===== src/design/twist_exponential_2d_core_assert.svh =====
// Assertion macros used by the core design file.
`ifndef TWIST_EXPONENTIAL_2D_CORE_ASSERT_SVH
`define TWIST_EXPONENTIAL_2D_CORE_ASSERT_SVH

// The consequent must hold in the same cycle as the antecedent.
`define TEX2D_ASSERT_IMPL(name, ck, rstn, ante, cons, msg) \
	name: assert property (@(posedge ck) disable iff (!(rstn)) (ante) |-> (cons)) \
		else $error(msg);

// The consequent must hold in the cycle after the antecedent.
`define TEX2D_ASSERT_NEXT(name, ck, rstn, ante, cons, msg) \
	name: assert property (@(posedge ck) disable iff (!(rstn)) (ante) |=> (cons)) \
		else $error(msg);

`endif


===== src/design/tex2d_pkg.sv =====
package tex2d_pkg;

	// Angle constants in fixed point.
	localparam longint unsigned TWO_PI_Q60 = 64'h6487ED5110B4611A;
	localparam longint unsigned PI_Q60     = 64'h3243F6A8885A308D;
	localparam longint unsigned TP30 = (TWO_PI_Q60 + (64'd1 << 29)) >> 30;
	localparam longint unsigned PI30 = (PI_Q60 + (64'd1 << 29)) >> 30;
	localparam longint unsigned HP30 = PI30 / 2;
	localparam longint unsigned CORDIC_GAIN_Q30 = 64'd652032874;

	// Internal widths, sized for the whole range of the angle format.
	localparam int A_W = 34;   // CORDIC angle and vector
	localparam int D_W = 38;   // magnitude of the rate in Q30
	localparam int R_W = 56;   // divider remainder
	localparam int Q_W = 17;   // quotient bits kept

	typedef struct packed {
		logic signed [15:0] w;
		logic signed [15:0] vx;
		logic signed [15:0] vy;
		logic [15:0]        th;
		logic [D_W-1:0]     dm;
		logic [D_W-1:0]     dabs;
	} red_t;

	typedef struct packed {
		logic signed [A_W-1:0] a;
		logic signed [A_W-1:0] cx;
		logic signed [A_W-1:0] cy;
		logic                  neg;
		logic                  wzero;
		logic                  wneg;
		logic signed [15:0]    vx;
		logic signed [15:0]    vy;
		logic signed [15:0]    theta;
		logic [D_W-1:0]        dabs;
	} cor_t;

	typedef struct packed {
		logic [R_W-1:0]     rx;
		logic [R_W-1:0]     ry;
		logic [Q_W-1:0]     qx;
		logic [Q_W-1:0]     qy;
		logic               ovx;
		logic               ovy;
		logic               negx;
		logic               negy;
		logic               wzero;
		logic signed [15:0] vx;
		logic signed [15:0] vy;
		logic signed [15:0] theta;
		logic [D_W-1:0]     dabs;
	} div_t;

	typedef struct packed {
		logic signed [15:0] disp_x;
		logic signed [15:0] disp_y;
		logic signed [15:0] disp_theta;
		logic               saturated;
	} out_t;

	// 2*pi with fb fraction bits, rounded to nearest.
	function automatic longint unsigned two_pi_q(int fb);
		longint unsigned sh;
		sh = 64'(60 - fb);
		return (TWO_PI_Q60 + (64'd1 << (sh - 64'd1))) >> sh;
	endfunction

	// Number of subtract steps needed to reduce both the output angle and the
	// Q30 angle below one turn.
	function automatic int red_steps(int afb);
		longint unsigned tpf;
		longint unsigned dmax;
		int n;
		tpf = two_pi_q(afb);
		dmax = 64'd32768 << (30 - afb);
		n = 1;
		for (int k = 0; k < 40; k++) begin
			if ((TP30 << k) <= dmax || (tpf << k) <= 64'd32768) begin
				n = k + 1;
			end
		end
		return n;
	endfunction

	// atan(2^-i) in Q30, rounded to nearest.
	function automatic longint unsigned atan_q30(int i);
		longint unsigned t;
		unique case (i)
			0:       t = 64'd843314857;
			1:       t = 64'd497837829;
			2:       t = 64'd263043837;
			3:       t = 64'd133525159;
			4:       t = 64'd67021687;
			5:       t = 64'd33543516;
			6:       t = 64'd16775851;
			7:       t = 64'd8388437;
			8:       t = 64'd4194283;
			9:       t = 64'd2097149;
			31:      t = 64'd1;
			default: t = 64'd1 << (30 - i);
		endcase
		return t;
	endfunction

endpackage


===== src/design/tex2d_cordic_cell.sv =====
// One rotation-mode CORDIC iteration.
module tex2d_cordic_cell #(
	parameter int IDX = 0
) (
	input  logic              clk,
	input  logic              arst_n,
	input  logic              en,
	input  logic              up_valid,
	input  tex2d_pkg::cor_t   up_word,
	output logic              dn_valid,
	output tex2d_pkg::cor_t   dn_word
);
	import tex2d_pkg::*;

	localparam logic signed [A_W-1:0] ATAN = A_W'(atan_q30(IDX));

	cor_t nxt;
	logic signed [A_W-1:0] dx;
	logic signed [A_W-1:0] dy;
	logic valid_q;
	cor_t word_q;

	// Rotate toward zero residual angle.
	always_comb begin
		nxt = up_word;
		dx = up_word.cy >>> IDX;
		dy = up_word.cx >>> IDX;
		if (!up_word.a[A_W-1]) begin
			nxt.cx = up_word.cx - dx;
			nxt.cy = up_word.cy + dy;
			nxt.a  = up_word.a - ATAN;
		end else begin
			nxt.cx = up_word.cx + dx;
			nxt.cy = up_word.cy - dy;
			nxt.a  = up_word.a + ATAN;
		end
	end

	always_ff @(posedge clk or negedge arst_n) begin
		if (!arst_n) begin
			valid_q <= 1'b0;
		end else if (en) begin
			valid_q <= up_valid;
		end
	end

	always_ff @(posedge clk) begin
		if (en) begin
			word_q <= nxt;
		end
	end

	assign dn_valid = valid_q;
	assign dn_word  = word_q;
endmodule


===== config.mk =====
export PLATFORM = sky130hd
export DESIGN_NAME = tex2d_cordic_cell
export DESIGN_NICKNAME = d
export VERILOG_FILES = /design/src/design/twist_exponential_2d_core_assert.svh /design/src/design/tex2d_pkg.sv /design/src/design/tex2d_cordic_cell.sv
export SDC_FILE = /design/constraint.sdc
export NUM_CORES = 1
export LEC_CHECK = 0
export BUFFER_PORTS_ARGS = -buffer_cell sky130_fd_sc_hd__buf_2
export CORE_MARGIN = 2
export CORE_UTILIZATION = 53
export CTS_BUF_LIST = sky130_fd_sc_hd__clkbuf_8 sky130_fd_sc_hd__clkbuf_16
export CTS_CLUSTER_DIAMETER = 50
export DETAILED_ROUTE_END_ITERATION = 16
export PLACE_DENSITY = 0.88
export SYNTH_ARGS = -nofsm -noshare
export SYNTH_HDL_FRONTEND = slang
export SYNTH_SLANG_ARGS = --single-unit

===== constraint.sdc =====
create_clock -name clk -period 0.8 [get_ports clk]
set_input_delay 0.04 -clock clk [delete_from_list [all_inputs] [get_ports clk]]
set_output_delay 0.04 -clock clk [all_outputs]
set_load 0.02 [all_outputs]

==> results of run 1 <==
==> what timing repair did <==
item                       CTS
pin swaps                  158
setup buffers               63
hold buffers                92
setup endpoints to repair  291
hold endpoints to repair    91
gates resized for setup    416
==> layer usage <==
metal | overflow | GRT usage, %
met1 | 0 | 72.71
met4 | 6 | 74.94
met2 | 0 | 92.22
met5 | 0 | 37.88
met3 | 0 | 63.97
==> through the flow <==
| step | area (sq um) | worst slack, ns | setup TNS (ns) |
|---|---|---|---|
| floorplan | 14310 | -1.547 | -100.56 |
| global placement | 19500 | -1.876 | -147.84 |
| detailed placement | 19500 | -2.077 | -156.04 |
| CTS | 23060 | -1.348 | -137.86 |
==> kinds of logic after synthesis <==
logic type | synth area share (%)
adder cells (fa/ha/maj) | 12.95
multiplexers | 0.8480
AO/OA/AOI/OAI | 21.70
flip-flops | 43.15
XOR/XNOR | 6.266
buffers and inverters | 5.182
AND/OR/NAND/NOR | 9.903
==> results.md, run 1 <==
* Gr usage total at 75.68%
* Post-synth EDFFs at 190
* I/O pin cnt at 387
* Synth Area per Inst at 10.13 sq um
* CTS max path bufs at 2
* CTS buffer count at 17
* Yosys top cell area share at 42.97%
* Primary FF master, synth: edfxtp_1
* Status: aborted with a tool error
* Vias in the first global route at 20970
* Mapped Area at 0.01328 sq mm
* Leading area contributor after synthesis: edfxtp_1
* Share of flip-flops with an asynchronous set or reset at 0.5236%
* Num rows at 57
* Most frequent cell after synthesis: edfxtp_1
* DIE HEIGHT at 162.3 um
* Stopped at: 5_1_grt
* Register area share after synthesis at 43.15%
* CTS Sinks at 191
* First error: [ERROR GRT-0116] Global routing finished with congestion. Check the congestion regions in the DRC Viewer.
* Pin count of the biggest net entering global routing at 86
* Area contributors post-synth: edfxtp_1, ha_1, xnor2_1
* Gpl congestion at 1.079
* Cell variety after synth at 83
* Htree depth at 4
* Root Driver: clkbuf_16
* Syn Nets at 1641
* Placed cell count at 2387
* Post-synth top cells: edfxtp_1, a21oi_1, ha_1, inv_1, nor2_1
* First-pass GRT wire length at 143800 um
* Die Width at 162.3 um
* Grt total ovfl at 6
* Initial core utilization at 54.28%
* Post-DP HPWL at 40870 um
* Cells after synthesis at 1311
* Syn. warnings at 0
* I/O Buffers at 386
* Synth Register Bits at 191
==> run 2, diff against run 1 <==
--- a/config.mk
+++ b/config.mk
@@ -7,11 +7,9 @@
 export LEC_CHECK = 0
 export BUFFER_PORTS_ARGS = -buffer_cell sky130_fd_sc_hd__buf_2
 export CORE_MARGIN = 2
-export CORE_UTILIZATION = 53
-export CTS_BUF_LIST = sky130_fd_sc_hd__clkbuf_8 sky130_fd_sc_hd__clkbuf_16
-export CTS_CLUSTER_DIAMETER = 50
+export CORE_UTILIZATION = 40
 export DETAILED_ROUTE_END_ITERATION = 16
-export PLACE_DENSITY = 0.88
+export PLACE_DENSITY_LB_ADDON = 0.15
 export SYNTH_ARGS = -nofsm -noshare
 export SYNTH_HDL_FRONTEND = slang
 export SYNTH_SLANG_ARGS = --single-unit
==> run 2 against run 1 <==
The flow now finishes, with violations (setup timing). Synthesized area did not move. Synthesized cell count unchanged.
==> results.md, run 2 <==
* 1st-iter DRT viols at 1184
* Drt first pass iters at 5
* Cells after synthesis at 1311 (unchanged)
* CP top delay family: compound AO/OA/AOI/OAI gates
* Most frequent cell after synthesis: edfxtp_1
* I/O Buffers at 386 (unchanged)
* Slowest cell on the critical path: fa_2
* Slew Viols, Final at 0
* Die area at 0.03467 sq mm
* Initial core utilization at 40.71% (-14 points)
* Top layer in use: met5
* Area contributors post-synth: edfxtp_1, ha_1, xnor2_1
* Post-route ant nets at 0
* Wl on met1 at 22420 um
* Die Width at 186.2 um (+15%)
* PwrDens at 1649 mW/mm^2
* Met3 wire len at 4948 um
* Fin crit share at 291.6%
* Grt total ovfl at 0
* Nets@finish at 2602
* Syn. warnings at 0 (unchanged)
* Fmax at 428.7 MHz
* Leakage at 10.94 nW
* CP Buf/Inv Count at 2
* Htree depth at 4 (unchanged)
* Final setup violation count at 287
* Tmin final at 2.333 ns
* Leading area contributor after synthesis: edfxtp_1
* Setup crit end kind: flip-flop
* Post-synth EDFFs at 190 (unchanged)
* Startpoint types: input pin
* CTS Sinks at 191 (unchanged)
* Hold_ws at 0.03683 ns
* Largest register FFs at 190
* Max FO, Critical Path at 6
* DIE HEIGHT at 186.2 um (+15%)
* Most frequent cells in the layout: buf_4, buf_6, buf_2
* Max Cap Violations at 0
* Num rows at 66 (+16%)
* Gr usage total at 29.78%
* Fin. Hold Viols at 0
* Post-DP HPWL at 39240 um (-4.0%)
* Primary FF master, synth: edfxtp_1
* CP Cell Sequence: buf_16 > buf_8 > fa_2 > nor2b_1 > o21a_4 > o21ai_4 > a211oi_4 > nor2_2 > o211ai_1 > nor3_2 > o31ai_1 > xor2_1
* Synth-to-layout area growth at 88.58%
* Sw frac at 35.99%
* Sequential power share at 32.4%
* Relative slew margins at 54.92%
* Combinational share of power at 45.2%
* Synth Register Bits at 191 (unchanged)
* Skew final at 0 ns
* Required @ worst endpoint at 0.98 ns
* Core area at 0.03262 sq mm
* I/O pin cnt at 387 (unchanged)
* Mapped Area at 0.01328 sq mm (unchanged)
* Post-synth top cells: edfxtp_1, a21oi_1, ha_1, inv_1, nor2_1
* Pin count of the biggest net entering global routing at 48
* Vias in the first global route at 14530
* CTS max path bufs at 2 (unchanged)
* Placed cell count at 2523 (+5.7%)
* Clk slew on worst S/H paths at 0.09 ns
* Met2 WL at 30040 um
* Initial antenna violation count at 10
* CP Class: input pin to flip-flop
* Yosys top cell area share at 42.97% (unchanged)
* VDD IR max at 0.001574 V
* Critical path arrival at 2.51 ns
* Layout cells sized above 1 at 56.54%
* Register area share after synthesis at 43.15% (unchanged)
* DRC at 0
* Final Non-Filler Cells at 2739
* Switching power at 0.01486 W
* Vias per inst at 5.398
* Setup_tns at -143.92 ns
* Clk pwr share at 22.3%
* CTS buffer count at 17 (unchanged)
* Setup ws final at -1.533 ns
* Synth Area per Inst at 10.13 sq um (unchanged)
* CTS tree: done
* Via Count at 14780
* First-pass GRT wire length at 78580 um
* CP max stage delay at 0.42 ns
* Syn Nets at 1641 (unchanged)
* Root Driver: clkbuf_16
* Clk_lat worst skew at 0.44 ns
* Type of the tightest min-delay check: input pin to flip-flop
* Gpl congestion at 0.9294 (-14%)
* Status: finished, violations left
* Violated checks: setup timing
* Routed wire per std cell at 22.13 um
* RSZ-0062 raised after global routing: true
* Cell variety after synth at 83 (unchanged)
* Pint at 0.02643 W
* Worst-Margin Slew at 0.6763 ns
* Share of flip-flops with an asynchronous set or reset at 0.5236% (unchanged)
* Final WL at 60610 um
* Leading cell type in the layout, fill and taps excluded: buf_4
## run 2: cell counts after synthesis
No cell type changed its count.
## run 2: routing by layer
layer	track usage, %	vias to the layer above
met1	34.57	7140
met3	5.744	192
met4	13.95	4
li1	-	6732
met2	52.95	716
met5	0	-
## run 2: cell families (layout without fill, tap and decap cells)
family / after synthesis / count (layout) / share of synthesized area, %
AO/OA/AOI/OAI: 441 / 441 / 21.70
adder cells (fa/ha/maj): 135 / 135 / 12.95
AND/OR/NAND/NOR: 273 / 273 / 9.903
buffers and inverters: 165 / 1139 / 5.182
XOR/XNOR: 95 / 95 / 6.266
other: 0 / 12 / 0
flip-flops: 191 / 191 / 43.15
multiplexers: 11 / 11 / 0.8480
## run 2: cell type report
cell class,count,area (sq um)
diodes,12,30.03
clock buffers,17,425.4
clock inverters,15,183.9
fillers,2037,7577
inverters,117,546.8
multi-input cells,955,9160
flip-flops and latches,191,5732
well taps,442,553.0
repair buffers,989,8394
repair inverters,1,16.27
## run 2: stage by stage
stage	total power, W	utilization, %	cell area, sq um	setup WS (ns)
after floorplan	0.02061	-	14310	-1.547
after global placement	0.02677	60.72	19810	-2.089
after detailed placement	0.02689	60.72	19810	-2.061
after CTS	0.03861	71.98	23480	-1.360
after global routing	0.04274	76.72	25030	-1.615
final	0.04129	76.77	25040	-1.533
## run 2: worst paths after layout
check / startpoint / end / slack [ns] / cells past startpoint
worst max-delay path: up_word[190] / dn_word[189] / -1.53 / 12
worst min-delay path: en / dn_word[129] / 0.04 / 2
worst max register to register: dn_valid / dn_valid / 0.01 / 1
worst min register to register: dn_valid / dn_valid / 0.55 / 1
max in group asynchronous: arst_n / dn_valid / 0.25 / 3
min in group asynchronous: arst_n / dn_valid / 0.43 / 3
## run 2: repair_timing
item,4_1_cts,5_1_grt
hold buffers,94,0
setup buffers,57,36
pin swaps,142,127
setup endpoints to repair,291,288
endpoints found under the hold margin,93,0
gates cloned,2,0
resized for setup,406,354
## run 2: power groups by stage
stage,registers (W),clock network [W],logic (W)
floorplan,0.0149,0,0.00576
global placement,0.0132,0,0.0135
detailed placement,0.0132,0,0.0137
CTS,0.0131,0.00915,0.0163
global route,0.0135,0.00962,0.0196
finish,0.0134,0.00922,0.0187
Power figures use the tool's default switching activity.
