### config.mk
export PLATFORM = sky130hd
export DESIGN_NAME = tex2d_red_cell
export DESIGN_NICKNAME = d
export VERILOG_FILES = /design/src/design/twist_exponential_2d_core_assert.svh /design/src/design/tex2d_pkg.sv /design/src/design/tex2d_red_cell.sv
export SDC_FILE = /design/constraint.sdc
export NUM_CORES = 1
export LEC_CHECK = 0
export ABC_AREA = 1
export BUFFER_PORTS_ARGS = -buffer_cell sky130_fd_sc_hd__buf_4
export CAP_MARGIN = 40
export CORE_AREA = 5 5 123 125
export CTS_BUF_LIST = sky130_fd_sc_hd__clkbuf_16
export DETAILED_ROUTE_END_ITERATION = 16
export DIE_AREA = 0 0 128 130
export HOLD_SLACK_MARGIN = 0.1
export PLACE_DENSITY_LB_ADDON = 0.15
export SYNTH_ARGS = -nofsm -noshare
export SYNTH_HDL_FRONTEND = slang
export SYNTH_SLANG_ARGS = --single-unit
### constraint.sdc
create_clock -name clk -period 0.82 [get_ports clk]
set_input_delay 0.123 -clock clk [delete_from_list [all_inputs] [get_ports clk]]
set_output_delay 0.123 -clock clk [all_outputs]
set_load 0.005 [all_outputs]
### src/design/twist_exponential_2d_core_assert.svh
// Assertion macros used by the core design file.
`ifndef TWIST_EXPONENTIAL_2D_CORE_ASSERT_SVH
`define TWIST_EXPONENTIAL_2D_CORE_ASSERT_SVH

// The consequent must hold in the same cycle as the antecedent.
`define TEX2D_ASSERT_IMPL(name, ck, rstn, ante, cons, msg) \
	name: assert property (@(posedge ck) disable iff (!(rstn)) (ante) |-> (cons)) \
		else $error(msg);

// The consequent must hold in the cycle after the antecedent.
`define TEX2D_ASSERT_NEXT(name, ck, rstn, ante, cons, msg) \
	name: assert property (@(posedge ck) disable iff (!(rstn)) (ante) |=> (cons)) \
		else $error(msg);

`endif

### src/design/tex2d_pkg.sv
package tex2d_pkg;

	// Angle constants in fixed point.
	localparam longint unsigned TWO_PI_Q60 = 64'h6487ED5110B4611A;
	localparam longint unsigned PI_Q60     = 64'h3243F6A8885A308D;
	localparam longint unsigned TP30 = (TWO_PI_Q60 + (64'd1 << 29)) >> 30;
	localparam longint unsigned PI30 = (PI_Q60 + (64'd1 << 29)) >> 30;
	localparam longint unsigned HP30 = PI30 / 2;
	localparam longint unsigned CORDIC_GAIN_Q30 = 64'd652032874;

	// Internal widths, sized for the whole range of the angle format.
	localparam int A_W = 34;   // CORDIC angle and vector
	localparam int D_W = 38;   // magnitude of the rate in Q30
	localparam int R_W = 56;   // divider remainder
	localparam int Q_W = 17;   // quotient bits kept

	typedef struct packed {
		logic signed [15:0] w;
		logic signed [15:0] vx;
		logic signed [15:0] vy;
		logic [15:0]        th;
		logic [D_W-1:0]     dm;
		logic [D_W-1:0]     dabs;
	} red_t;

	typedef struct packed {
		logic signed [A_W-1:0] a;
		logic signed [A_W-1:0] cx;
		logic signed [A_W-1:0] cy;
		logic                  neg;
		logic                  wzero;
		logic                  wneg;
		logic signed [15:0]    vx;
		logic signed [15:0]    vy;
		logic signed [15:0]    theta;
		logic [D_W-1:0]        dabs;
	} cor_t;

	typedef struct packed {
		logic [R_W-1:0]     rx;
		logic [R_W-1:0]     ry;
		logic [Q_W-1:0]     qx;
		logic [Q_W-1:0]     qy;
		logic               ovx;
		logic               ovy;
		logic               negx;
		logic               negy;
		logic               wzero;
		logic signed [15:0] vx;
		logic signed [15:0] vy;
		logic signed [15:0] theta;
		logic [D_W-1:0]     dabs;
	} div_t;

	typedef struct packed {
		logic signed [15:0] disp_x;
		logic signed [15:0] disp_y;
		logic signed [15:0] disp_theta;
		logic               saturated;
	} out_t;

	// 2*pi with fb fraction bits, rounded to nearest.
	function automatic longint unsigned two_pi_q(int fb);
		longint unsigned sh;
		sh = 64'(60 - fb);
		return (TWO_PI_Q60 + (64'd1 << (sh - 64'd1))) >> sh;
	endfunction

	// Number of subtract steps needed to reduce both the output angle and the
	// Q30 angle below one turn.
	function automatic int red_steps(int afb);
		longint unsigned tpf;
		longint unsigned dmax;
		int n;
		tpf = two_pi_q(afb);
		dmax = 64'd32768 << (30 - afb);
		n = 1;
		for (int k = 0; k < 40; k++) begin
			if ((TP30 << k) <= dmax || (tpf << k) <= 64'd32768) begin
				n = k + 1;
			end
		end
		return n;
	endfunction

	// atan(2^-i) in Q30, rounded to nearest.
	function automatic longint unsigned atan_q30(int i);
		longint unsigned t;
		unique case (i)
			0:       t = 64'd843314857;
			1:       t = 64'd497837829;
			2:       t = 64'd263043837;
			3:       t = 64'd133525159;
			4:       t = 64'd67021687;
			5:       t = 64'd33543516;
			6:       t = 64'd16775851;
			7:       t = 64'd8388437;
			8:       t = 64'd4194283;
			9:       t = 64'd2097149;
			31:      t = 64'd1;
			default: t = 64'd1 << (30 - i);
		endcase
		return t;
	endfunction

endpackage

### src/design/tex2d_red_cell.sv
// One restoring step of the angle reduction: subtracts one turn times 2^SHIFT
// from both the output angle and the Q30 angle where it fits.
module tex2d_red_cell #(
	parameter int SHIFT = 0,
	parameter longint unsigned TPF_C = 25736
) (
	input  logic              clk,
	input  logic              arst_n,
	input  logic              en,
	input  logic              up_valid,
	input  tex2d_pkg::red_t   up_word,
	output logic              dn_valid,
	output tex2d_pkg::red_t   dn_word
);
	import tex2d_pkg::*;

	localparam longint unsigned DSTEP = TP30 << SHIFT;
	localparam longint unsigned TSTEP = TPF_C << SHIFT;

	red_t nxt;
	logic valid_q;
	red_t word_q;

	// Conditional subtract on both magnitudes.
	always_comb begin
		nxt = up_word;
		if (64'(up_word.dm) >= DSTEP) begin
			nxt.dm = up_word.dm - D_W'(DSTEP);
		end
		if (64'(up_word.th) >= TSTEP) begin
			nxt.th = up_word.th - 16'(TSTEP);
		end
	end

	always_ff @(posedge clk or negedge arst_n) begin
		if (!arst_n) begin
			valid_q <= 1'b0;
		end else if (en) begin
			valid_q <= up_valid;
		end
	end

	always_ff @(posedge clk) begin
		if (en) begin
			word_q <= nxt;
		end
	end

	assign dn_valid = valid_q;
	assign dn_word  = word_q;
endmodule

==> flow_results.org, run 1 <==
** Run status
- Status :: did not finish
- Last stage reached :: 5_1_grt
- The first error in the log reads "[ERROR GRT-0232] Routing congestion too high. Check the congestion heatmap in the GUI".

** Synthesis
- Post-Syn Nets :: 807
- Area share of the largest cell type after synthesis :: 64.0%
- Synthesis instantiated 35 different standard cells from the library.
- In this run the cell area of the synthesized design comes to 0.00657 mm².
- After synthesis the netlist holds a flip-flop and latch count of between 100 and 150.
- Total number of yosys warnings :: 0
- Sequential elements use 64.4% of the synthesized area.
- Area contributors post-synth :: edfxtp_1 64%, nand2_1 13%, inv_1 3.7%
- Cell type contributing the most total cell area after synthesis :: edfxtp_1
- Synthesized area divided by synthesized cell count :: 9.95 µm²
- Gate Count Post-Synth :: 660

** Global routing
- Global routing used 87.3% of the available tracks across all layers.
- Maximum number of pins on one net before global-route repair :: 36
- Initial antenna violation count :: 6
- Global routing finished with a remaining overflow of 653.

** Floorplan
- In this run the vertical extent of the chip is 130 µm.
- Standard-cell row count :: 43
- Io pins :: 285
- Initial core utilization :: between 40% and 50%
- Die extent in x :: 128 µm

** Placement
- The congestion estimate from routability-driven global placement came to 0.918.
- Total instance count after detailed placement :: 1276
- Number of buffer cells added on primary ports :: about 280
- Final HPWL DP :: 17.0 mm

** CTS
- Number of buffers on the longest clock path :: 2
- The clock tree synthesis step divided the H-tree into 4 levels.
- CTS placed an instance of clkbuf_16 at the clock tree root.
- The clock drives 141 sinks.
- CTS buffer count :: 17

** Timing
- Worst endpoint type :: sequential cell input
- Worst endpoint from the post-global-route timing repair :: dn_word[58]$_DFFE_PP_/D
[repair_timing]
item                                    in CTS
gates resized for setup                    129
hold endpoints to repair                   112
setup buffers                               23
cloned                                       2
pin swaps                                   30
endpoints found under the setup margin     190
hold buffers                               106
[through the flow]
stage,area [µm²],setup TNS [ns],util (%),setup slack (ns)
after global placement,10300,-40.05,74.7,-0.927
after floorplan,6750,-25.62,-,-0.575
after CTS,12500,-49.32,90.8,-0.368
after detailed placement,10300,-41.46,74.7,-0.933
[cell usage after synthesis, drive strengths merged]
cell type  instances
a22oi              1
and3               1
nand2b             1
dfrtp              1
ha                 3
o21ai             24
inv               74
nand4             12
nand3b             3
clkbuf             1
xnor2              1
a21oi             14
nand2            241
edfxtp           140
nand3             47
nor4               1
mux2               1
nor3               7
xor2              11
nor2              67
buf                8
o21a               1
[logic make-up after synthesis]
family	share of synthesized area [%]
AND/OR/NAND/NOR	24.4
flip-flops	64.4
buffers and inverters	5.47
AO/OA/AOI/OAI	3.35
XOR/XNOR	1.60
adder cells (fa/ha/maj)	0.572
multiplexers	0.171
[per-layer routing]
layer,global-route usage [%],overflow
met3,68.2,9
met2,111,493
met1,79.9,9
met5,32.4,0
met4,97.9,142
==> run 2, diff against run 1 <==
--- a/config.mk
+++ b/config.mk
@@ -8,11 +8,9 @@
 export ABC_AREA = 1
 export BUFFER_PORTS_ARGS = -buffer_cell sky130_fd_sc_hd__buf_4
 export CAP_MARGIN = 40
-export CORE_AREA = 5 5 123 125
-export CTS_BUF_LIST = sky130_fd_sc_hd__clkbuf_16
+export CORE_AREA = 5 5 135 137
 export DETAILED_ROUTE_END_ITERATION = 16
-export DIE_AREA = 0 0 128 130
-export HOLD_SLACK_MARGIN = 0.1
+export DIE_AREA = 0 0 140 142
 export PLACE_DENSITY_LB_ADDON = 0.15
 export SYNTH_ARGS = -nofsm -noshare
 export SYNTH_HDL_FRONTEND = slang
==> run 2 against run 1 <==
Against the previous run:
- the flow now finishes, with violations (negative setup slack)
- synthesized cell count is the same
- synthesized area stayed put
==> flow_results.org, run 2 <==
** Run status
- Status :: complete, but fails checks
- Failing checks :: negative setup slack

** CTS
- The CTS buffer count came to 17 (unchanged).
- Number of buffers on the longest clock path :: 2 (unchanged)
- The number of clock sinks came to 141 (unchanged).
- Level count of the clock H-tree :: 4 (unchanged)
- Clock Pin Slew Worst Setup and Hold Paths :: ~0.070 ns
- TritonCTS built the clock tree.
- The later pin in the worst-skew pair is clocked with a latency of 0.42 ns.
- Buffer type at the clock tree root :: clkbuf_16

** Power and ir drop
- The analysis attributes to cell leakage a power of 0.00597 µW.
- Worst-case vdd ir drop :: 0.00140 V
- For this design the ratio of total power to cell area is 1610 mW/mm².

** Finish
- In the final layout, the share of cells above drive strength 1 is 52.3%.
- Relative to the synthesized area, the layout overhead comes to 97.4%.
- Leading cell types in the layout, fill and taps excluded :: 384 x buf_4, 185 x nand2_1, 140 x edfxtp_1, 94 x dlygate4sd3_1, 69 x buf_6
- Number of non-filler instances in the completed layout :: 1479
- Fill cell instance count of the final layout :: 1113
- Antenna diode instance count :: 0
- Cells fill 76.5% of the core in the end.
- The register with the most flip-flops in the layout has 140 of them.
- The library cell used most frequently in the layout, excluding fill and tap cells, is buf_4.
- Final Net Count :: 1388

** Timing
- On the final layout, the worst hold slack is 0.0186 ns.
- Dividing the final minimum period by the clock period gives 158%.
- Counting I/O delays and the setup requirement, the final critical path takes 1.29 ns.
- The count of final max-slew check failures came to 0.
- Number of endpoints failing setup at the final stage :: 191
- Setup WS post-layout :: -0.473 ns
- Based on the critical path, the design can be clocked at up to 0.773 GHz.
- The worst pin sits at a relative slew slack of 72.8%.
- On the final layout, the worst clock skew is 0 ns.
- RSZ-0062 raised after global routing :: yes
- The count of final hold-check violations came to 0.
- Transition time of the tightest slew-check pin :: 0.407 ns

** Global routing
- The via count of the first global-routing pass came to 6903.
- Initial antenna violation count :: 0
- Maximum number of pins on one net before global-route repair :: 24
- Global routing finished with a remaining overflow of 0.
- Global-route wire length before repair :: 37.4 mm
- Aggregate global-route resource usage :: between 20% and 30%

** Critical path
- Start-to-end type of the worst setup path :: in -> reg
- The worst setup path is captured at a flip-flop.
- STA classifies the critical path startpoint as an input pin.
- At the worst endpoint, the required time is 1.00 ns.
- Maximum net fanout on the critical path :: 6
- Crit Reg-Reg Startpoint :: dn_valid
- Tracing the worst setup path back leads to its startpoint at up_word[45].
- Arrival time of the worst setup path :: between 1 and 1.5 ns

** Placement
- The total of buffers placed on input and output ports was 284 (unchanged).
- Gp weighted congestion :: 0.894 (-2.6%)
- The cell count after placement is 1319 (+3.4%).
- Final HPWL DP :: 17.5 mm (+2.6%)

** Synthesis
- Post-Syn Nets :: 807 (unchanged)
- In the synthesized netlist the dominant register cell turns out to be edfxtp_1.
- Proportion of synthesized chip area in sequential cells :: 64.4% (unchanged)
- The top-area cell type share of the netlist area came to 64.0% (unchanged).
- Cell type contributing the most total cell area after synthesis :: edfxtp_1
- Async SR Flop Fraction :: 0.709% (unchanged)
- The cell count after synthesis was 660 (unchanged).
- Netlist cell types :: 35 (unchanged)
- Post-Synthesis Cell Area :: 0.00657 mm² (unchanged)
- Most frequently used cell type in the post-synthesis netlist :: nand2_1
- Number of enable flip-flop cells after synthesis :: 140 (unchanged)
- By count the netlist is led by 234 x nand2_1, 140 x edfxtp_1, 64 x inv_1.
- The yosys synthesis warning count is 0 (unchanged).
- Synthesized area divided by synthesized cell count :: 9.95 µm² (unchanged)
- The total of flip-flops plus latches after synthesis was 141 (unchanged).
- Ranked by total cell area, the synthesized netlist is headed by edfxtp_1 64%, nand2_1 13%, inv_1 3.7%.

** Hold path
- Class of the worst hold path :: in -> async

** Routing
- Dividing the detail-routed via count by the number of cells gives between 4 and 5.
- The first TritonRoute pass finished after 4 iterations.
- Drc violations :: 0
- Once detail routing completed, the nets flagged for antenna violations numbered 0.
- After detailed routing, the total wire length is 25.9 mm.
- The detailed router placed slightly below 7k vias in this run.
- The detailed router finished its first iteration with 326 violations.
- Dividing the detail-routed wire length by the instance count gives 17.5 µm.

** Floorplan
- The floorplan die width is 140 µm (+9.4%).
- Initial core utilization :: 38.8% (-8.9 points)
- The placement row count came to 48 (+12%).
- Height of the die :: 142 µm (+9.2%)
- Core Region :: between 0.015 and 0.02 mm²
- The die covers 0.0199 mm².
- The I/O pin count is 285 (unchanged).

** Job
- The tool flagged a number of max-cap violations equal to 0.
## run 2: repair_timing
action	in CTS	in global routing
setup buffers	21	6
resized for setup	145	75
cloned	7	1
pin swaps	21	24
hold buffers	94	0
setup endpoints to repair	190	191
endpoints found under the hold margin	94	0
## run 2: final timing paths
kind | cells past startpoint | slack, ns | endpoint
max in group asynchronous | 2 | 0.72 | dn_valid
worst max-delay path | 15 | -0.47 | dn_word[45]
min in group clk | 3 | 0.04 | dn_word[88]
worst max register to register | 2 | -0.07 | dn_valid
worst min-delay path | 2 | 0.02 | dn_valid
worst min register to register | 2 | 0.65 | dn_valid
## run 2: kinds of logic (layout without fill, tap and decap cells)
group	after synthesis	count (layout)	share of synthesized area [%]
simple gates	380	380	24.4
flops	141	141	64.4
buf+inv	83	675	5.47
compound gates	40	42	3.35
xor+xnor	12	12	1.60
fa+ha+maj	3	3	0.572
mux	1	1	0.171
## run 2: per-layer routing
metal | vias up | GRT usage [%] | routed length [µm]
met5 | - | 0 | 0
met4 | 0 | 9.08 | 763
met3 | 49 | 5.65 | 1520
met2 | 244 | 48.0 | 14300
met1 | 3231 | 25.6 | 9340
li1 | 3382 | - | -
## run 2: power breakdown
part | switching, µW | leakage, µW | total, µW | internal (µW)
Combinational | 1800 | 0.00432 | 4360 | 2560
Sequential | 254 | 0.00138 | 8910 | 8650
Clock | 3350 | 0.000273 | 7630 | 4280
## run 2: through the flow
step	cell area [µm²]	setup WS, ns	setup TNS, ns	total power (µW)
after global placement	10400	-0.890	-39.43	12300
after global routing	13000	-0.535	-60.30	21700
final	13000	-0.473	-52.28	20900
after detailed placement	10400	-0.905	-40.42	12400
after CTS	12600	-0.400	-49.80	20700
after floorplan	6750	-0.575	-25.62	9840
## run 2: area by class of cell
class	instances	area [µm²]	area share, %
Tap cell	225	282	2.17
Clock buffer	17	425	3.28
Inverter	74	334	2.58
Timing Repair Buffer	569	5070	39.1
Multi-Input combinational cell	438	2470	19.1
Clock inverter	15	151	1.17
Sequential cell	141	4230	32.6
## run 2: critical path, stage by stage
cell	delay [ns]
buf_4	0.14
inv_4	0.07
nand2_2	0.05
nor2_2	0.16
nand2_4	0.07
nand3_4	0.07
nand3_2	0.08
nand2_2	0.08
nand2_2	0.07
nand2_4	0.12
buf_12	0.15
buf_12	0.13
nand2_1	0.05
nand2_1	0.05
nand2_1	0.05
Note: power is estimated with default switching activity, not from simulation.
