<file path="src/design/twist_exponential_2d_core_assert.svh">
// Assertion macros used by the core design file.
`ifndef TWIST_EXPONENTIAL_2D_CORE_ASSERT_SVH
`define TWIST_EXPONENTIAL_2D_CORE_ASSERT_SVH

// The consequent must hold in the same cycle as the antecedent.
`define TEX2D_ASSERT_IMPL(name, ck, rstn, ante, cons, msg) \
	name: assert property (@(posedge ck) disable iff (!(rstn)) (ante) |-> (cons)) \
		else $error(msg);

// The consequent must hold in the cycle after the antecedent.
`define TEX2D_ASSERT_NEXT(name, ck, rstn, ante, cons, msg) \
	name: assert property (@(posedge ck) disable iff (!(rstn)) (ante) |=> (cons)) \
		else $error(msg);

`endif

</file>
<file path="src/design/tex2d_pkg.sv">
package tex2d_pkg;

	// Angle constants in fixed point.
	localparam longint unsigned TWO_PI_Q60 = 64'h6487ED5110B4611A;
	localparam longint unsigned PI_Q60     = 64'h3243F6A8885A308D;
	localparam longint unsigned TP30 = (TWO_PI_Q60 + (64'd1 << 29)) >> 30;
	localparam longint unsigned PI30 = (PI_Q60 + (64'd1 << 29)) >> 30;
	localparam longint unsigned HP30 = PI30 / 2;
	localparam longint unsigned CORDIC_GAIN_Q30 = 64'd652032874;

	// Internal widths, sized for the whole range of the angle format.
	localparam int A_W = 34;   // CORDIC angle and vector
	localparam int D_W = 38;   // magnitude of the rate in Q30
	localparam int R_W = 56;   // divider remainder
	localparam int Q_W = 17;   // quotient bits kept

	typedef struct packed {
		logic signed [15:0] w;
		logic signed [15:0] vx;
		logic signed [15:0] vy;
		logic [15:0]        th;
		logic [D_W-1:0]     dm;
		logic [D_W-1:0]     dabs;
	} red_t;

	typedef struct packed {
		logic signed [A_W-1:0] a;
		logic signed [A_W-1:0] cx;
		logic signed [A_W-1:0] cy;
		logic                  neg;
		logic                  wzero;
		logic                  wneg;
		logic signed [15:0]    vx;
		logic signed [15:0]    vy;
		logic signed [15:0]    theta;
		logic [D_W-1:0]        dabs;
	} cor_t;

	typedef struct packed {
		logic [R_W-1:0]     rx;
		logic [R_W-1:0]     ry;
		logic [Q_W-1:0]     qx;
		logic [Q_W-1:0]     qy;
		logic               ovx;
		logic               ovy;
		logic               negx;
		logic               negy;
		logic               wzero;
		logic signed [15:0] vx;
		logic signed [15:0] vy;
		logic signed [15:0] theta;
		logic [D_W-1:0]     dabs;
	} div_t;

	typedef struct packed {
		logic signed [15:0] disp_x;
		logic signed [15:0] disp_y;
		logic signed [15:0] disp_theta;
		logic               saturated;
	} out_t;

	// 2*pi with fb fraction bits, rounded to nearest.
	function automatic longint unsigned two_pi_q(int fb);
		longint unsigned sh;
		sh = 64'(60 - fb);
		return (TWO_PI_Q60 + (64'd1 << (sh - 64'd1))) >> sh;
	endfunction

	// Number of subtract steps needed to reduce both the output angle and the
	// Q30 angle below one turn.
	function automatic int red_steps(int afb);
		longint unsigned tpf;
		longint unsigned dmax;
		int n;
		tpf = two_pi_q(afb);
		dmax = 64'd32768 << (30 - afb);
		n = 1;
		for (int k = 0; k < 40; k++) begin
			if ((TP30 << k) <= dmax || (tpf << k) <= 64'd32768) begin
				n = k + 1;
			end
		end
		return n;
	endfunction

	// atan(2^-i) in Q30, rounded to nearest.
	function automatic longint unsigned atan_q30(int i);
		longint unsigned t;
		unique case (i)
			0:       t = 64'd843314857;
			1:       t = 64'd497837829;
			2:       t = 64'd263043837;
			3:       t = 64'd133525159;
			4:       t = 64'd67021687;
			5:       t = 64'd33543516;
			6:       t = 64'd16775851;
			7:       t = 64'd8388437;
			8:       t = 64'd4194283;
			9:       t = 64'd2097149;
			31:      t = 64'd1;
			default: t = 64'd1 << (30 - i);
		endcase
		return t;
	endfunction

endpackage

</file>
<file path="src/design/tex2d_div_cell.sv">
// One restoring division step for both quotients: quotient bit K.
module tex2d_div_cell #(
	parameter int K = 0
) (
	input  logic              clk,
	input  logic              arst_n,
	input  logic              en,
	input  logic              up_valid,
	input  tex2d_pkg::div_t   up_word,
	output logic              dn_valid,
	output tex2d_pkg::div_t   dn_word
);
	import tex2d_pkg::*;

	div_t nxt;
	logic [R_W-1:0] step;
	logic valid_q;
	div_t word_q;

	// Compare and subtract the shifted divisor.
	always_comb begin
		nxt = up_word;
		step = R_W'(up_word.dabs) << K;
		if (up_word.rx >= step) begin
			nxt.rx = up_word.rx - step;
			nxt.qx[K] = 1'b1;
		end
		if (up_word.ry >= step) begin
			nxt.ry = up_word.ry - step;
			nxt.qy[K] = 1'b1;
		end
	end

	always_ff @(posedge clk or negedge arst_n) begin
		if (!arst_n) begin
			valid_q <= 1'b0;
		end else if (en) begin
			valid_q <= up_valid;
		end
	end

	always_ff @(posedge clk) begin
		if (en) begin
			word_q <= nxt;
		end
	end

	assign dn_valid = valid_q;
	assign dn_word  = word_q;
endmodule
</file>
<file path="config.mk">
export PLATFORM = sky130hd
export DESIGN_NAME = tex2d_div_cell
export DESIGN_NICKNAME = d
export VERILOG_FILES = /design/src/design/twist_exponential_2d_core_assert.svh /design/src/design/tex2d_pkg.sv /design/src/design/tex2d_div_cell.sv
export SDC_FILE = /design/constraint.sdc
export NUM_CORES = 1
export LEC_CHECK = 0
export BUFFER_PORTS_ARGS = -buffer_cell sky130_fd_sc_hd__buf_2
export CORE_AREA = 2 2 186 188
export CTS_CLUSTER_SIZE = 16
export DETAILED_ROUTE_END_ITERATION = 8
export DIE_AREA = 0 0 188 190
export PLACE_DENSITY = 0.66
export RECOVER_POWER = 100
export SYNTH_ARGS = -nofsm -noshare
export SYNTH_HDL_FRONTEND = slang
export SYNTH_SLANG_ARGS = --single-unit
</file>
<file path="constraint.sdc">
create_clock -name clk -period 1.7 [get_ports clk]
set_input_delay 0.17 -clock clk [delete_from_list [all_inputs] [get_ports clk]]
set_output_delay 0.17 -clock clk [all_outputs]
set_load 0.01 [all_outputs]
</file>
# --- Word-level counts from Yosys, hierarchy flattened ---
# Index checks and enable logic that the tools add are counted.
classes:
  n_lt_le_gt_ge: 2
  n_addsub: 2
  n_mux: 2
ops:
  columns: ["cell", "n"]
  rows:
  - ["$ge 56x38->1", 2]
  - ["$mux 56", 2]
  - ["$sub 56x38->56", 2]
word_totals:
  regBits: 238
  output_inout_bits: 238
  inputBits: 241

# --- Depth between registers and ports, before layout ---
# Gate-level depths: netlist of the first run.
depth:
  depth_word: 2
  mapped_depth: 13
  ltp_nobuf: 12

# --- Worst setup path after synthesis of the first run ---
# OpenSTA, ideal clock, no wires.
synth_timing:
  kind: "input to register"
  from: "input up_word[16] in the netlist's numbering"
  to: "register word_q (netlist bit dn_word[235]) (data pin)"
  path_buffers: 2
  setup_slack_ns: -1.263
  t_required_ns: 1.429
  path_stages: 12
  arrival_time_ns: 2.691
  setup_time_ns: 0.271
  path_cell_list: "inv_1 -> ha_1 -> clkbuf_1 -> and4_1 -> nand4_1 -> or4_1 -> o2111ai_1 -> a31oi_2 -> or3b_1 -> buf_2 -> nor4_1 -> xor2_1"
synth_lines:
  columns: ["element", "line", "rtl"]
  rows:
  - ["from (decl)", "tex2d_div_cell.sv:9", "input tex2d_pkg::div_t up_word,"]
  - ["to (signal assigned)", "tex2d_div_cell.sv:44", "word_q <= nxt;"]
  - ["to (decl)", "tex2d_div_cell.sv:18", "div_t word_q;"]

==> results of run 1 <==
synthesized netlist by cell type (3+ instances only):
cell type / number
o41ai_1: 4
nand2_1: 104
a21o_1: 36
mux2_2: 3
nand2b_1: 15
nand4_1: 24
xor2_1: 62
nor4_1: 10
nor3_1: 25
and4_1: 4
buf_2: 6
a21oi_1: 108
or3_1: 14
inv_1: 58
o211ai_1: 9
o21a_1: 9
edfxtp_1: 237
a211oi_1: 10
or4_1: 4
nand3_1: 16
and2_1: 6
a31oi_1: 18
o21ai_0: 88
buf_6: 3
o31ai_1: 5
a41oi_1: 3
a221oi_1: 3
nor2b_1: 7
xnor2_1: 43
clkbuf_1: 38
nor2_1: 97
and3_1: 6
o2bb2ai_1: 3
a21boi_0: 10
a211o_1: 4
ha_1: 76
o21bai_1: 13
o2111ai_1: 4
area by class of cell:
class / instances / area [sq um] / area share [%]
Antenna cell: 19 / 47.5 / 0.199
Timing Repair Buffer: 1119 / 7810 / 32.7
Clock buffer: 33 / 728 / 3.05
Tap cell: 455 / 569 / 2.38
Clock inverter: 16 / 195 / 0.816
Inverter: 58 / 262 / 1.09
Sequential cell: 238 / 7140 / 29.9
Multi-Input combinational cell: 873 / 7150 / 29.9
power groups by stage:
stage	Combinational, mW	Clock [mW]	Sequential [mW]
global route	6.26	6.45	7.52
floorplan	1.81	0	7.89
finish	5.87	6.15	7.48
global placement	4.90	0	7.55
CTS	5.59	6.19	7.44
detailed placement	4.94	0	7.56
registers in the layout (all words and copies together) (netlist names):
register	count
dn_word	237
dn_valid	1
per-layer routing:
layer  global-route usage, %  part of all wire (%)  up-vias
met1                    34.2                    37     6950
met3                    4.28                   5.9      201
met5                       0                 0.028        -
met4                    16.2                   6.5        2
li1                        -                     -     6769
met2                    54.9                    50      705
how the worst max path moves through the flow:
stage | startpoint | end | slack (ps) | cells after the start
floorplan | up_word[173] | dn_word[132]$_DFFE_PP_ | -1160 | 8
global placement | up_word[0] | dn_word[173]$_DFFE_PP_ | -1520 | 13
detailed placement | up_word[0] | dn_word[179]$_DFFE_PP_ | -1590 | 13
CTS | up_word[0] | dn_word[229]$_DFFE_PP_ | -810 | 13
global route | up_word[11] | dn_word[227]$_DFFE_PP_ | -970 | 12
finish | up_word[11] | dn_word[227]$_DFFE_PP_ | -960 | 12
metrics by stage:
| stage | cells | area (sq um) | power, mW |
|---|---|---|---|
| 6_report | 2811 | 23900 | 19.5 |
| 5_1_grt | 2810 | 23900 | 20.2 |
| 4_1_cts | 2781 | 23600 | 19.2 |
| 3_5_place_dp | 2509 | 19500 | 12.5 |
| 3_3_place_gp | 2509 | 19500 | 12.5 |
| 2_1_floorplan | 1218 | 13700 | 9.70 |
repair_timing:
item / CTS / global route
setup buffers: 39 / 30
cloned: 7 / 1
gates resized for setup: 190 / 163
pin swaps: 52 / 54
hold buffers: 178 / 0
endpoints found under the hold margin: 187 / 0
endpoints found under the setup margin: 114 / 114
cells by family (layout without fill, tap and decap cells):
kind of cell	count (synthesis)	in the layout	share of synthesized area, %
AOI/OAI and AO/OA	343	343	15.9
muxes	5	5	0.442
and+or+nand+nor	342	342	12.2
adders and majority gates	78	78	7.46
other	0	19	0
xor gates and xnor gates	105	105	6.92
DFF	238	238	53.7
buffers and inverters	107	1226	3.30
==> flow_summary_export.csv, run 1 <==
group,metric,value,unit
synthesis,yosys.area.top_type_share,53.5,%
final_layout,most-common-layout-cells,"buf_4 (408), clkbuf_1 (288), edfxtp_1 (237), buf_2 (180), dlygate4sd3_1 (178)",
global_route,grt_start_max_net_pins,64,
final_layout,final_layout_size_suffix_gt1_share,40.1,%
hold_path,min_path_cells,4,
pwr,share_comb_of_total_power,30.1,%
pwr,static-leakage-power,9.88,nW
status,outcome,"finished, violations left",
final_layout,finalCoreUtilization,70.4,%
synthesis,ys_seq_area_share,53.7,%
setup_path,cp_max_fo,8,
sta,timing.final.ws_setup,-957,ps
floorplanning,die_width,188,um
synthesis,ys_types,60,
floorplanning,io-pin-count,479,
synthesis,synthesis.yosys.warnings,0,
drt,post-route-drc-count,0,
floorplanning,fp-row-count,68,
place,gp_congestion,0.925,
drt,first_iter_violations,967,
floorplanning,initial_utilization,39.2,%
place,port-buffer-count,478,
sta,period_needed,2660,ps
flow_run,drv.max_cap_violation_count,0,
setup_path,worst_path_arrival,2950,ps
pwr,internal_power,13.7,mW
clock_tree,clkSlewWorstSetupHoldPaths,60,ps
clock_tree,tritoncts_num_sinks,238,
sta,setup_clock_skew_after_layout,0,ps
sta,setup-violations-final,341,
pwr,power.clock.fraction,31.6,%
hold_path,whs_endpoint,"dn_word[185]$_DFFE_PP_",
sta,finalMaxSlewViolations,0,
synthesis,number_of_enable_flip_flop_cells_after_synthesis,237,
global_route,grt_first_pass_wirelength,82.5,mm
clock_tree,cts-buffers-inserted,27,
setup_path,timing.critical_path.required,1990,ps
hold_path,min_from,"up_word[185]",
final_layout,mostFrequentLayoutCell,"buf_4",
clock_tree,clkLatencyLatePin,550,ps
sta,whs,18.5,ps
sta,slew_headroom,4.82,%
pwr,p_per_area,816,nW/um^2
pwr,share_of_total_power_consumed_by_net_switching,29.6,%
synthesis,syn_area_per_cell,10.9,sq um
pwr,netSwitchingPower,5.76,mW
synthesis,synth.largest_area_cell,"edfxtp_1",
clock_tree,number_of_buffers_between_clock_root_and_the_deepest_sink,3,
setup_path,r2r-start,"dn_valid$_DFFE_PN0P_",
global_route,antenna_found_initial,20,
drt,wl_per_cell,20.6,um
place,dp.final_hpwl,40.6,mm
floorplanning,fp.dieH,190,um
global_route,grt.overflow.total,0,
synthesis,synth.area.top_cells,"edfxtp_1 (54%), ha_1 (7.2%), xor2_1 (4.1%)",
setup_path,critPathBufInv,4,
drt,antenna_violating_nets_post_route,0,
sta,grt_setup_unrepaired,"yes",
synthesis,synthesized_instance_count,1218,
setup_path,rr_worst_depth,1,
pwr,share_seq_of_total_power,38.4,%
global_route,globalRouteTotalUtil,30.2,%
final_layout,num-fill-cells,2540,
drt,vias,14627,
sta,worstMarginPinSlew,1430,ps
synthesis,async_flop_share,0.420,%
drt,drt-pass1-iter-count,5,
drt,detail_route.vias_per_cell,5.20,
status,violated_checks,"setup timing",
clock_tree,tritoncts,"done",
pwr,worst_ir_drop_vdd,0.629,mV
drt,drt_wl_total,57.9,mm
setup_path,r2r_end,"dn_valid$_DFFE_PN0P_",
setup_path,worstSetupStartpointType,"primary input",
synthesis,count_of_state_elements_after_synthesis,238,
sta,finalSetupTns,-138880,ps
setup_path,worst_path_largest_cell_delay,540,ps
setup_path,path_type_of_the_worst_setup_path,"in -> reg",
hold_path,timing.hold.worst.class,"in -> reg",
sta,timing.final.hold_violations,0,
clock_tree,number_of_levels_the_h_tree_was_split_into,1,
setup_path,crit_path_top_delay_cell,"or4_4",
synthesis,synth.net_count,1537,
synthesis,post_synthesis_cell_area,13300,sq um
sta,fin_crit_sh,156,%
floorplanning,design.die.area,35700,sq um
setup_path,crit_chain,"clkbuf_1, inv_1, ha_1, buf_4, nand4_1, or4_4, o2111ai_4, a31oi_4, or3b_4, buf_12, nor4_4, xor2_1",
setup_path,worst_path_dominant_cell_family,"simple AND/OR/NAND/NOR gates",
setup_path,critical_path.endpoint_type,"flip-flop",
final_layout,num-nets-final,2636,
floorplanning,core_area,33900,sq um
sta,timing.fmax,376,MHz
final_layout,synthToLayoutAreaGrowth,79.9,%
synthesis,synth_top_flop_cell,"edfxtp_1",
place,preCtsSetupSlack,-1590,ps
global_route,first_global_vias,14768,
setup_path,r2r_setup_slack,930,ps
clock_tree,cts.root.buffer_cell,"clkbuf_16",
Power figures use the tool's default switching activity.
==> inputs of run 2 (changes only) <==
--- a/config.mk
+++ b/config.mk
@@ -6,11 +6,12 @@
 export NUM_CORES = 1
 export LEC_CHECK = 0
 export BUFFER_PORTS_ARGS = -buffer_cell sky130_fd_sc_hd__buf_2
-export CORE_AREA = 2 2 186 188
+export CORE_MARGIN = 2
+export CORE_UTILIZATION = 40
+export CTS_CLUSTER_DIAMETER = 50
 export CTS_CLUSTER_SIZE = 16
 export DETAILED_ROUTE_END_ITERATION = 8
-export DIE_AREA = 0 0 188 190
-export PLACE_DENSITY = 0.66
+export PLACE_DENSITY = 0.67
 export RECOVER_POWER = 100
 export SYNTH_ARGS = -nofsm -noshare
 export SYNTH_HDL_FRONTEND = slang
==> run 2 against run 1 <==
The run still ends with setup timing left. First-iteration DRC count fell by 16%. Power fell by 0.33%. Sequential power barely moved. Clock power rose by 2%. Setup slack improved by 93 ps. Register-to-register slack got worse by 30 ps. Critical endpoint is now dn_word[155]$_DFFE_PP_. Count of clock-buffer cells in the layout fell by 1. Largest power group unchanged. Critical path depth fell by 1. Highest routed layer unchanged. Worst hold slack got worse by 6.0 ps. Global-route usage rose by 0.16 points. Largest cell class unchanged. Die area fell by 2.8%.
==> flow_summary_export.csv, run 2 (synthesis results as in run 1) <==
group,metric,value,unit
global_route,grt_start_max_net_pins,55,
floorplanning,design.die.area,34700,sq um
drt,highest_layer,"met5",
status,violated_checks,"setup timing",
sta,finalMaxSlewViolations,0,
drt,vias,14436,
sta,setup-violations-final,114,
drt,antenna_violating_nets_post_route,0,
setup_path,r2r_end,"dn_valid$_DFFE_PN0P_",
floorplanning,core_area,32600,sq um
drt,drt_wl_total,56.7,mm
floorplanning,fp.dieH,186,um
drt,dr_wl_met2,28.5,mm
floorplanning,initial_utilization,40.7,%
final_layout,mostFrequentLayoutCell,"buf_2",
hold_path,whs_endpoint,"dn_word[182]$_DFFE_PP_",
status,outcome,"finished, violations left",
drt,detail_route.vias_per_cell,5.21,
clock_tree,cts.root.buffer_cell,"clkbuf_16",
final_layout,num-nets-final,2607,
pwr,fin_total_pwr,19.4,mW
floorplanning,die_width,186,um
final_layout,number_of_flip_flops_under_the_largest_register_name,237,
floorplanning,io-pin-count,479,
sta,worstMarginPinSlew,758,ps
global_route,first_global_vias,14560,
sta,slew_headroom,49.4,%
setup_path,cp.depth,11,
floorplanning,fp-row-count,66,
clock_tree,clkLatencyLatePin,550,ps
setup_path,worst_path_largest_cell_delay,530,ps
clock_tree,number_of_buffers_between_clock_root_and_the_deepest_sink,3,
drt,wl_met3,3.65,mm
final_layout,most-common-layout-cells,"buf_2 (452), buf_4 (387), edfxtp_1 (237), dlygate4sd3_1 (185), nand2_1 (100)",
setup_path,worst_path_arrival,2880,ps
place,port-buffer-count,478,
sta,fin_crit_sh,151,%
pwr,worst_ir_drop_vdd,0.712,mV
hold_path,min_path_cells,3,
final_layout,post-route-cell-area,23800,sq um
place,place_area,19300,sq um
setup_path,worstSetupStartpointType,"primary input",
final_layout,synthToLayoutAreaGrowth,78.9,%
sta,grt_setup_unrepaired,"yes",
setup_path,crit_path_top_delay_cell,"or4_4",
global_route,grt.overflow.total,0,
setup_path,timing.critical_path.required,2020,ps
sta,timing.final.hold_violations,0,
setup_path,cp_max_fo,6,
pwr,static-leakage-power,10.4,nW
hold_path,min_from,"up_word[182]",
drt,wl_met1,20.8,mm
sta,timing.fmax,390,MHz
flow_run,drv.max_cap_violation_count,0,
drt,wl_per_cell,20.5,um
global_route,globalRouteTotalUtil,30.3,%
setup_path,rr_worst_depth,1,
setup_path,path_type_of_the_worst_setup_path,"in -> reg",
clock_tree,cts-buffers-inserted,28,
final_layout,finalCoreUtilization,72.9,%
global_route,antenna_found_initial,21,
setup_path,crit_chain,"buf_2, or4_4, or3_4, or3_4, or4_4, nor2_4, a31oi_4, buf_8, clkbuf_16, nor2_4, a21oi_2",
sta,timing.final.ws_setup,-864,ps
hold_path,timing.hold.worst.class,"in -> reg",
clock_tree,tritoncts,"done",
global_route,grt_first_pass_wirelength,80.0,mm
clock_tree,number_of_levels_the_h_tree_was_split_into,1,
drt,drt-pass1-iter-count,5,
setup_path,r2r_setup_slack,900,ps
clock_tree,clkSlewWorstSetupHoldPaths,70,ps
setup_path,r2r-start,"dn_valid$_DFFE_PN0P_",
pwr,p_per_area,818,nW/um^2
sta,setup_clock_skew_after_layout,0,ps
place,dp.final_hpwl,39.6,mm
setup_path,critical_path.endpoint_type,"flip-flop",
setup_path,critPathBufInv,3,
setup_path,worst_path_dominant_cell_family,"simple AND/OR/NAND/NOR gates",
sta,finalSetupTns,-84050,ps
clock_tree,tritoncts_num_sinks,238,
place,gp_congestion,0.916,
drt,first_iter_violations,813,
final_layout,final_layout_size_suffix_gt1_share,48.6,%
drt,post-route-drc-count,0,
sta,period_needed,2560,ps
## run 2: power breakdown
part           internal [mW]  total, mW  switching (mW)
Sequential              7.25       7.45           0.208
Clock                   3.43       6.26            2.83
Combinational           2.80       5.72            2.92
Total                   13.5       19.4            5.96
## run 2: metal layers
layer | up-vias | GRT usage [%]
li1 | 6715 | -
met1 | 6797 | 33.2
met2 | 684 | 54.5
met3 | 236 | 5.86
met4 | 4 | 18.2
met5 | - | 0
## run 2: metrics by stage
step / instances / hold WS (ps) / setup WS, ps
final: 2772 / 12.5 / -864
after floorplan: 1218 / -126 / -1160
after CTS: 2739 / -38.6 / -802
after global routing: 2770 / 6.51 / -939
after global placement: 2475 / -54.6 / -1590
after detailed placement: 2475 / -45.4 / -1660
## run 2: worst max path at each step
stage	endpoint	from	slack (ps)
after floorplan	dn_word[132]$_DFFE_PP_	up_word[173]	-1160
after global placement	dn_word[173]$_DFFE_PP_	up_word[0]	-1590
after detailed placement	dn_word[173]$_DFFE_PP_	up_word[0]	-1660
after CTS	dn_word[235]$_DFFE_PP_	up_word[0]	-800
after global routing	dn_word[172]$_DFFE_PP_	up_word[125]	-940
final	dn_word[155]$_DFFE_PP_	up_word[171]	-860
## run 2: area by class of cell
cell class | count | area (sq um)
diodes | 21 | 52.6
clock buffers | 32 | 737
clock inverters | 19 | 231
fillers | 2233 | 8850
inverters | 58 | 238
multi-input cells | 873 | 6920
flip-flops and latches | 238 | 7140
well taps | 442 | 553
repair buffers | 1089 | 7900
## run 2: tightest hold or removal path, cell delays in order
cell,delay [ps]
buf_2,120
nand2_1,70
o21ai_1,80
## run 2: what timing repair did
action                                  4_1_cts  5_1_grt
endpoints found under the setup margin      114      114
cloned                                        7        4
endpoints found under the hold margin       200        1
setup buffers                                22       10
hold buffers                                184        1
gates resized for setup                     153       98
pin swaps                                    39       29
